[src/caption_channel_demux_top_macros.svh]
// assertion helpers for the caption channel demux
`ifndef CAPTION_CHANNEL_DEMUX_TOP_MACROS_SVH
`define CAPTION_CHANNEL_DEMUX_TOP_MACROS_SVH

// clocked check, off while reset is held
`define CCD_ASSERT(name, clock, resetn, prop, msg) \
  name: assert property (@(posedge clock) disable iff (!resetn) prop) else $error(msg);

// clocked check that a condition never occurs
`define CCD_ASSERT_NEVER(name, clock, resetn, cond, msg) \
  name: assert property (@(posedge clock) disable iff (!resetn) !(cond)) else $error(msg);

`endif

[src/ccd_pkg.sv]
`default_nettype none
// ----------------------------------------------------------------------------
// ccd_pkg
// Types and constants shared by the caption channel demux modules.
// ----------------------------------------------------------------------------
package ccd_pkg;

  localparam int QueueDepthDefault = 2;

  localparam logic [7:0] FILL_BYTE      = 8'h7f;
  localparam logic [7:0] CTRL_LOW       = 8'h10;
  localparam logic [7:0] CTRL_CH2_LOW   = 8'h18;
  localparam logic [7:0] CTRL_HIGH      = 8'h1f;
  localparam logic [7:0] F2_CTRL_BYTE   = 8'h15;
  localparam logic [7:0] F1_CTRL_BYTE   = 8'h14;
  localparam logic [7:0] REMAP_LOW      = 8'h20;
  localparam logic [7:0] REMAP_HIGH     = 8'h2f;
  localparam logic [7:0] CH2_FOLD       = 8'h08;

  // channel codes
  localparam logic [1:0] CH_TEXT = 2'd0;
  localparam logic [1:0] CH_ONE  = 2'd1;
  localparam logic [1:0] CH_TWO  = 2'd2;
  localparam logic [1:0] CH_XDS  = 2'd3;

  typedef struct packed {
    logic [7:0] header_byte;
    logic [7:0] first_byte;
    logic [7:0] second_byte;
  } in_t;

  typedef struct packed {
    logic [1:0] stream_index;
    logic [7:0] header_out;
    logic [7:0] first_out;
    logic [7:0] second_out;
  } out_t;

  // classified triplet handed from front to back
  typedef struct packed {
    logic       field_two;
    logic [1:0] named;
    logic [7:0] header_out;
    logic [7:0] first_out;
    logic [7:0] second_out;
  } cls_t;

  typedef struct packed {
    logic full;
    logic empty;
  } q_status_t;

  typedef struct packed {
    logic take;
    logic emit;
  } back_status_t;

endpackage
`default_nettype wire

[src/ccd_front.sv]
`default_nettype none
// ----------------------------------------------------------------------------
// ccd_front
// Screens incoming triplets and classifies the survivors.
// ----------------------------------------------------------------------------
module ccd_front (
  input  ccd_pkg::in_t  item,
  output logic          keep,
  output ccd_pkg::cls_t cls
);

  logic       p0;
  logic       p1;
  logic       field_two;
  logic [7:0] b0;
  logic [7:0] b1;
  logic [7:0] b0_remap;
  logic [7:0] b0_fold;
  logic [1:0] named;

  assign p0 = ^item.first_byte;
  assign p1 = ^item.second_byte;
  assign field_two = item.header_byte[0];

  assign b0 = p0 ? {1'b0, item.first_byte[6:0]} : ccd_pkg::FILL_BYTE;
  assign b1 = p1 ? {1'b0, item.second_byte[6:0]} : ccd_pkg::FILL_BYTE;

  // valid bit set, line-21 type, at least one good byte, not a null pair
  assign keep = item.header_byte[2] && !item.header_byte[1] && (p0 || p1)
                && !(b0 == 8'h00 && b1 == 8'h00);

  always_comb begin
    b0_remap = b0;
    if (field_two && b0 == ccd_pkg::F2_CTRL_BYTE
        && b1 inside {[ccd_pkg::REMAP_LOW:ccd_pkg::REMAP_HIGH]}) begin
      b0_remap = ccd_pkg::F1_CTRL_BYTE;
    end
  end

  always_comb begin
    if (b0_remap inside {[ccd_pkg::CTRL_LOW:ccd_pkg::CTRL_CH2_LOW - 8'd1]}) begin
      named = ccd_pkg::CH_ONE;
    end else if (b0_remap inside {[ccd_pkg::CTRL_CH2_LOW:ccd_pkg::CTRL_HIGH]}) begin
      named = ccd_pkg::CH_TWO;
    end else if (b0_remap < ccd_pkg::CTRL_LOW) begin
      named = ccd_pkg::CH_XDS;
    end else begin
      named = ccd_pkg::CH_TEXT;
    end
  end

  // channel 2 control codes fold onto channel 1
  assign b0_fold = (named == ccd_pkg::CH_TWO) ? (b0_remap - ccd_pkg::CH2_FOLD) : b0_remap;

  assign cls.field_two  = field_two;
  assign cls.named      = named;
  assign cls.header_out = {item.header_byte[7:1], 1'b0};
  assign cls.first_out  = {~^b0_fold[6:0], b0_fold[6:0]};
  assign cls.second_out = {~^b1[6:0], b1[6:0]};

endmodule
`default_nettype wire

[src/ccd_queue.sv]
`default_nettype none
// ----------------------------------------------------------------------------
// ccd_queue
// Short flop-based queue between the front and back parts.
// ----------------------------------------------------------------------------
module ccd_queue #(
  parameter int Depth = ccd_pkg::QueueDepthDefault
) (
  input  logic               clk,
  input  logic               rst_n,
  input  logic               push,
  input  ccd_pkg::cls_t      din,
  input  logic               pop,
  output ccd_pkg::cls_t      dout,
  output ccd_pkg::q_status_t status
);

  localparam int PtrW = (Depth > 1) ? $clog2(Depth) : 1;
  localparam int CntW = $clog2(Depth + 1);

  ccd_pkg::cls_t   entries_r [Depth];
  logic [PtrW-1:0] wr_ptr_r;
  logic [PtrW-1:0] wr_ptr_nxt;
  logic [PtrW-1:0] rd_ptr_r;
  logic [PtrW-1:0] rd_ptr_nxt;
  logic [CntW-1:0] count_r;
  logic [CntW-1:0] count_nxt;
  logic            do_push;
  logic            do_pop;

  assign status.full  = (count_r == CntW'(Depth));
  assign status.empty = (count_r == '0);
  assign do_push = push && !status.full;
  assign do_pop  = pop && !status.empty;
  assign dout    = entries_r[rd_ptr_r];

  always_comb begin
    wr_ptr_nxt = wr_ptr_r;
    rd_ptr_nxt = rd_ptr_r;
    count_nxt  = count_r;
    if (do_push) begin
      wr_ptr_nxt = (wr_ptr_r == PtrW'(Depth - 1)) ? '0 : wr_ptr_r + PtrW'(1);
    end
    if (do_pop) begin
      rd_ptr_nxt = (rd_ptr_r == PtrW'(Depth - 1)) ? '0 : rd_ptr_r + PtrW'(1);
    end
    if (do_push && !do_pop) begin
      count_nxt = count_r + CntW'(1);
    end else if (do_pop && !do_push) begin
      count_nxt = count_r - CntW'(1);
    end
  end

  always_ff @(posedge clk) begin
    if (!rst_n) begin
      wr_ptr_r <= '0;
      rd_ptr_r <= '0;
      count_r  <= '0;
    end else begin
      wr_ptr_r <= wr_ptr_nxt;
      rd_ptr_r <= rd_ptr_nxt;
      count_r  <= count_nxt;
    end
  end

  always_ff @(posedge clk) begin
    if (do_push) begin
      entries_r[wr_ptr_r] <= din;
    end
  end

endmodule
`default_nettype wire

[src/ccd_back.sv]
`default_nettype none
// ----------------------------------------------------------------------------
// ccd_back
// Tracks the data channel of each field and fills the result register.
// ----------------------------------------------------------------------------
module ccd_back (
  input  logic                  clk,
  input  logic                  rst_n,
  input  logic                  q_empty,
  input  ccd_pkg::cls_t         head,
  output ccd_pkg::back_status_t status,
  output logic                  out_empty,
  input  logic                  out_pop,
  output ccd_pkg::out_t         out_item
);

  logic [1:0]    ch1_r;
  logic [1:0]    ch1_nxt;
  logic [1:0]    ch2_r;
  logic [1:0]    ch2_nxt;
  logic          out_valid_r;
  logic          out_valid_nxt;
  ccd_pkg::out_t out_data_r;
  logic [1:0]    cur_ch;
  logic          emit;
  logic          take;
  logic          pop_ok;

  assign pop_ok = out_pop && out_valid_r;

  always_comb begin
    if (head.named == ccd_pkg::CH_TEXT) begin
      cur_ch = head.field_two ? ch2_r : ch1_r;
    end else begin
      cur_ch = head.named;
    end
  end

  assign emit = (cur_ch == ccd_pkg::CH_ONE) || (cur_ch == ccd_pkg::CH_TWO);
  // head moves on when the result slot is free or being drained
  assign take = !q_empty && (!out_valid_r || pop_ok);

  assign status.take = take;
  assign status.emit = emit;

  always_comb begin
    ch1_nxt = ch1_r;
    ch2_nxt = ch2_r;
    if (take && head.named != ccd_pkg::CH_TEXT) begin
      if (head.field_two) begin
        ch2_nxt = head.named;
      end else begin
        ch1_nxt = head.named;
      end
    end
  end

  always_comb begin
    out_valid_nxt = out_valid_r;
    if (take) begin
      out_valid_nxt = emit;
    end else if (pop_ok) begin
      out_valid_nxt = 1'b0;
    end
  end

  always_ff @(posedge clk) begin
    if (!rst_n) begin
      ch1_r       <= ccd_pkg::CH_ONE;
      ch2_r       <= ccd_pkg::CH_ONE;
      out_valid_r <= 1'b0;
    end else begin
      ch1_r       <= ch1_nxt;
      ch2_r       <= ch2_nxt;
      out_valid_r <= out_valid_nxt;
    end
  end

  always_ff @(posedge clk) begin
    if (take && emit) begin
      out_data_r.stream_index <= {head.field_two, cur_ch == ccd_pkg::CH_TWO};
      out_data_r.header_out   <= head.header_out;
      out_data_r.first_out    <= head.first_out;
      out_data_r.second_out   <= head.second_out;
    end
  end

  assign out_empty = !out_valid_r;
  assign out_item  = out_data_r;

endmodule
`default_nettype wire

[src/caption_channel_demux_top.sv]
`default_nettype none
// ----------------------------------------------------------------------------
// caption_channel_demux_top
// Line-21 caption channel demultiplexer.
// ----------------------------------------------------------------------------
// Takes one caption triplet per cycle while the queue is not full and yields
// at most one result per triplet, in order. Triplets that are invalid, not
// line-21, fully bad in parity, null pairs or extended data service produce
// no result. A kept triplet passes the internal queue and the back stage's
// result register before it reaches the out_ ports. The sustained rate is
// one triplet per cycle while results are popped as they appear, set by the
// single channel state update in the back stage and one queue read per cycle.
// The block stalls input only when the queue fills behind an unread result.
`include "caption_channel_demux_top_macros.svh"

module caption_channel_demux_top #(
  parameter int QueueDepth = ccd_pkg::QueueDepthDefault
) (
  input  logic          clk,
  input  logic          rst_n,
  input  logic          in_push,
  output logic          in_full,
  input  ccd_pkg::in_t  in_item,
  output logic          out_empty,
  input  logic          out_pop,
  output ccd_pkg::out_t out_item
);

  logic                  front_keep;
  ccd_pkg::cls_t         front_cls;
  ccd_pkg::cls_t         q_head;
  ccd_pkg::q_status_t    q_status;
  ccd_pkg::back_status_t back_status;
  logic                  q_empty;
  logic                  took_result;

  ccd_front u_front (
    .item (in_item),
    .keep (front_keep),
    .cls  (front_cls)
  );

  ccd_queue #(
    .Depth (QueueDepth)
  ) u_queue (
    .clk    (clk),
    .rst_n  (rst_n),
    .push   (in_push && front_keep),
    .din    (front_cls),
    .pop    (back_status.take),
    .dout   (q_head),
    .status (q_status)
  );

  ccd_back u_back (
    .clk       (clk),
    .rst_n     (rst_n),
    .q_empty   (q_status.empty),
    .head      (q_head),
    .status    (back_status),
    .out_empty (out_empty),
    .out_pop   (out_pop),
    .out_item  (out_item)
  );

  assign in_full     = q_status.full;
  assign q_empty     = q_status.empty;
  assign took_result = back_status.take && back_status.emit;

  `CCD_ASSERT_NEVER(a_full_and_empty, clk, rst_n, in_full && q_empty, "queue full and empty")
  `CCD_ASSERT_NEVER(a_take_from_empty, clk, rst_n, back_status.take && q_empty, "empty take")
  `CCD_ASSERT(a_result_src, clk, rst_n, $fell(out_empty) |-> $past(took_result), "stray result")

endmodule
`default_nettype wire
[config.mk]
export PLATFORM = sky130hd
export DESIGN_NAME = caption_channel_demux_top
export DESIGN_NICKNAME = d
export VERILOG_FILES = /design/src/ccd_pkg.sv /design/src/ccd_front.sv /design/src/ccd_queue.sv /design/src/ccd_back.sv /design/src/caption_channel_demux_top.sv
export VERILOG_INCLUDE_DIRS = /design/src /design/src/src
export SDC_FILE = /design/constraint.sdc
export NUM_CORES = 1
export LEC_CHECK = 0
export ABC_CLOCK_PERIOD_IN_PS = 8100
export BUFFER_PORTS_ARGS = -buffer_cell sky130_fd_sc_hd__buf_2
export CORE_ASPECT_RATIO = 0.75
export CORE_MARGIN = 2
export CORE_UTILIZATION = 30
export CTS_BUF_LIST = sky130_fd_sc_hd__clkbuf_8
export DETAILED_ROUTE_END_ITERATION = 6
export GPL_TIMING_DRIVEN = 0
export PLACE_DENSITY = 0.55
export SYNTH_ARGS = -nofsm -noshare
export SYNTH_HDL_FRONTEND = slang
export SYNTH_SLANG_ARGS = --single-unit
[constraint.sdc]
create_clock -name clk -period 8.1 [get_ports clk]
set_clock_uncertainty 0.1 [all_clocks]
set_input_delay 1.62 -clock clk [delete_from_list [all_inputs] [get_ports clk]]
set_output_delay 1.62 -clock clk [all_outputs]
set_load 0.02 [all_outputs]
# After elaboration in Yosys (flattened, before gate mapping)

Memory sizes are Yosys's and may differ from the RTL's. A register that Yosys moved wholly into a read port is not among the register bits.
Cells that the tools add are included.

Output and inout port bits: 28
Input port bits: 28
Bits in writable memories: 52
Memories: 1
Flip-flop bits (word level): 35
ROM bits: 0
Bits in latches: 0
Word-level logic and storage cells: 89

Reduce and logical (&&, ||, !) cells: 41
Add/subtract/negate cells: 5
Divide/modulo/power cells: 0
Shift-type cells: 0
Equality and inequality tests: 5
Multipliers: 0
Bitwise gates (word level): 1
Muxes and demuxes: 19
Magnitude comparators: 7

Memories:

| memory            | words | width | read ports | clocked after memory_dff | write ports | RTL line        | source |
|---|---|---|---|---|---|---|---|
| u_queue.entries_r | 2     | 26    | 1          | 1                        | 1           | ccd_queue.sv:21 | `ccd_pkg::cls_t entries_r [Depth];` |

Operator list:

| kind                | count |
|---|---|
| $mux 7              | 4 |
| $logic_and 1x1->1   | 18 |
| $logic_not 8->1     | 2 |
| $reduce_xor 8->1    | 2 |
| $ge 7x5->1 const B  | 2 |
| $le 7x5->1 const B  | 2 |
| $mux 2              | 7 |
| $reduce_xnor 7->1   | 2 |
| $eq 8x5->1 const B  | 1 |
| $ge 8x6->1 const B  | 1 |
| $le 8x6->1 const B  | 1 |
| $mux 1              | 8 |
| $logic_not 1->1     | 7 |
| $lt 7x5->1 const B  | 1 |
| $sub 7x4->7 const B | 1 |
| $eq 2x2->1 const B  | 3 |
| $reduce_bool 2->1   | 3 |
| $logic_not 2->1     | 2 |
| $reduce_and 2->1    | 2 |
| $logic_or 1x1->1    | 3 |
| $add 1x1->1 const B | 2 |
| $add 2x1->2 const B | 1 |
| $eq 2x1->1 const B  | 1 |
| $sub 2x1->2 const B | 1 |
| $not 1->1           | 1 |

# Depth between registers and ports, before layout

Word-level depth: 13
Gate-level depth with buffers: 13

# Cells and area by module

A second synthesis with hierarchy kept.

Cell total of the unflattened synthesis: 265
Area, all modules: 4037.6 sq um

By module, submodules not included:

| module                    | sequential area each (sq um) | area an instance (sq um) | cells an instance | instances |
|---|---|---|---|---|
| ccd_queue                 | 1721.7                       | 2179.6                   | 109               | 1 |
| ccd_back                  | 880.8                        | 1083.5                   | 58                | 1 |
| ccd_front                 | 0.0                          | 768.2                    | 97                | 1 |
| caption_channel_demux_top | 0.0                          | 6.3                      | 1                 | 1 |

# Least setup slack after synthesis

Ideal clock, no wire load.

Path type: input-to-reg
Start: in in_item[9] in the netlist's numbering
End: mem u_queue.entries_r[0][15] in the netlist's numbering (data pin)
Slack: 3320 ps
Data arrival time: 4407 ps
Stages: 12
Path through: buf_4 xnor2_1 xnor3_2 xnor3_1 or2_2 ha_1 a41oi_1 a21oi_1 nor2_1 nor4b_4 xnor2_1 xor3_1

RTL lines:

| what        | RTL line                        | source |
|---|---|---|
| from (decl) | caption_channel_demux_top.sv:23 | `input ccd_pkg::in_t in_item,` |
| to (decl)   | ccd_queue.sv:21                 |  |

==> flow_summary_export.csv <==
group,metric,value,unit
timing,fin_crit,4950,ps
global_routing,grt_pass1_wl,11.2,mm
synth,synth-main-ff-cell,"edfxtp_1",
hold_path,hold_depth,2,
timing,slew_viol_final,0,
worst_setup_path,setup.worst_path.class,"input pin to flip-flop",
die,boundaryPins,56,
synth,ys_seq_area_frac,0.643,
die,start_util,0.304,
drt,drc,0,
timing,tns,0,ps
worst_setup_path,worstSetupStartpointType,"input pin",
worst_setup_path,worst_r2r_path_depth,6,
synth,ys_types,49,
timing,grt_setup_unrepaired,"false",
cells_and_area,antennaDiodeCount,0,
worst_setup_path,required,8060,ps
timing,worstMarginPinSlew,1070,ps
drt,firstDrtPassIters,4,
cells_and_area,final_common_cell,"edfxtp_1",
timing,finalHoldViolations,0,
synth,synth_fp_nets,304,
global_routing,antenna_found_initial,0,
global_routing,gr-total-overflow,0,
die,fp.dieW,136,microns
drt,vias,2224,
cts,htree_levels,3,
place,gp_congestion,0.812,
worst_setup_path,critPathCaptureType,"flip-flop",
die,row_count,36,
timing,max-slew-margin-rel,0.289,
drt,first_iter_violations,118,
global_routing,grt_pass1_vias,2191,
cells_and_area,post-route-util,0.353,
worst_setup_path,worstPathArrival,4910,ps
cts,cts_buffers,9,
outcome,status,"finished, final reports clean",
synth,syn_inst,266,
synth,synth-edff-count,77,
synth,syn_area_per_cell,14.7,sq um
drt,vias_per_cell,4.45,
worst_setup_path,critPathMaxFanout,8,
timing,finalCritPeriodShare,0.611,
cts,postCtsHoldBufs,0,
cells_and_area,final_cells,500,
die,die-height,103,microns
place,place_area,0.00436,sq mm
timing,hold-worst-slack,399,ps
cts,clock_path_buffers,2,
run,drv_cap,0,
worst_setup_path,rrSetupSlack,5010,ps
global_routing,grt_max_degree,27,
cells_and_area,areaGrowthSynthToFinish,16.1,%
timing,setup_viol,0,
cells_and_area,nets,362,
hold_path,hp-class,"flip-flop to flip-flop",
cts,clk_latency,350,ps
synth,ys_warn_count,0,
power_and_ir_drop,power_density,285,mW/mm^2
drt,wl_per_cell,14.6,microns
die,fp.coreArea,0.0128,sq mm
power_and_ir_drop,ir_worst_vdd,0.104,mV
cells_and_area,finish.instance_area,0.00454,sq mm
timing,fmax,0.202,GHz
power_and_ir_drop,leakage,0.00168,uW
cts,postCtsSetupRepairBufs,0,
drt,drtAntennaViolNets,0,
synth,synthesis.area,0.00391,sq mm
cts,cts_sinks,87,
cells_and_area,mostFrequentLayoutCells,"edfxtp_1 (77), buf_2 (49), mux2_2 (25), inv_1 (17), nor2_1 (16)",
die,die_area,0.0140,sq mm
place,port_buffers,47,
cts,post_cts_resized,0,
global_routing,grt_use_total,0.110,
synth,ys_seq_elements,87,
place,dpl.cell_count,484,
drt,drt-total-wl,7.30,mm
cells_and_area,drive_gt1_frac,0.322,
cts,clkTransAtPathRegs,80,ps
place,dpl.hpwl,5.08,mm
synth,synth_async_sr_flop_share,0,
cts,cts_tree,"done",
cts,cts_root_buf,"clkbuf_8",
## logic make-up (layout without fill, tap and decap cells)
group / count (synthesis) / in the layout / share of synthesized area
AO/OA/AOI/OAI: 30 / 30 / 0.0516
AND/OR/NAND/NOR: 55 / 55 / 0.0762
flip-flops: 87 / 87 / 0.643
XOR/XNOR: 24 / 24 / 0.0778
adder cells (fa/ha/maj): 10 / 10 / 0.0320
buffers and inverters: 28 / 91 / 0.0298
other: 1 / 1 / 0.000960
multiplexers: 31 / 31 / 0.0884
## final timing paths
check	from	endpoint
max	in_item[3]	u_queue.entries_r[1][24]$_DFFE_PP_
min	u_back.ch2_r[1]$_SDFFE_PN0P_	u_back.ch2_r[1]$_SDFFE_PN0P_
max reg2reg	flip-flop	u_back.out_item[7]$_DFFE_PP_
min reg2reg	u_back.ch2_r[1]$_SDFFE_PN0P_	u_back.ch2_r[1]$_SDFFE_PN0P_
## stage by stage
stage,total power (uW),setup slack (ps)
after CTS,1310,3050
final,1290,3150
after global routing,1370,2780
after floorplan,925,3320
after global placement,1040,2760
after detailed placement,1050,2670
## final cells by class
class	instances	area, sq um
clock buffer	9	124
sequential	87	2510
clock inverter	7	47.5
buffer	11	52.6
tap	171	214
inverter	17	63.8
multi-input combinational	151	1290
fill	1271	8300
timing repair buffer	47	235
## worst max-delay path: stages
cell and delay (ps):
buf_2 120, xor2_1 210, xnor3_1 510, xor2_1 550, nor2_1 140, inv_1 130, ha_1 150, and3_1 160
o2111ai_1 140, o31ai_1 330, o21ai_0 150, a2111oi_0 690
## registers in the layout, indices dropped and copies added (netlist names), named ones only
signal / cells
u_back.ch1_r: 2
u_back.out_valid_r: 1
u_queue.rd_ptr_r: 1
u_back.ch2_r: 2
u_queue.wr_ptr_r: 1
u_queue.entries_r: 52
u_queue.count_r: 2
u_back.out_item: 25
## synth_stat cells, types with 2 or more instances
cell | n | area share
mux2i_1 | 5 | 0.013
xor2_1 | 8 | 0.018
nand2b_1 | 2 | 0.0032
clkbuf_1 | 6 | 0.0058
nand3_1 | 2 | 0.0026
dfxtp_1 | 10 | 0.051
o211ai_1 | 3 | 0.0058
buf_4 | 2 | 0.0038
xnor3_2 | 2 | 0.012
nor2b_1 | 4 | 0.0064
xnor2_1 | 9 | 0.020
buf_2 | 2 | 0.0026
a21oi_1 | 10 | 0.013
and3_1 | 2 | 0.0032
ha_1 | 10 | 0.032
mux2_2 | 25 | 0.072
nand2_1 | 8 | 0.0077
xnor3_1 | 3 | 0.017
inv_1 | 17 | 0.016
nor3_1 | 5 | 0.0064
and2_1 | 2 | 0.0032
or2_2 | 6 | 0.0096
o21ai_0 | 5 | 0.0064
nor2_1 | 17 | 0.016
edfxtp_1 | 77 | 0.59
## routing by layer
metal | GRT usage | part of all wire
met3 | 0.0413 | 0.069
met5 | 0 | 0
met1 | 0.139 | 0.47
met2 | 0.170 | 0.46
met4 | 0.0465 | 0.0060
## report_power, final
group	switching (uW)	internal, uW	leakage (uW)
Combinational	252	162	0.000814
Clock	152	111	0.0000886
Sequential	19.0	596	0.000778
Total	423	870	0.00168
No activity file was read; power rests on OpenSTA's default activity.
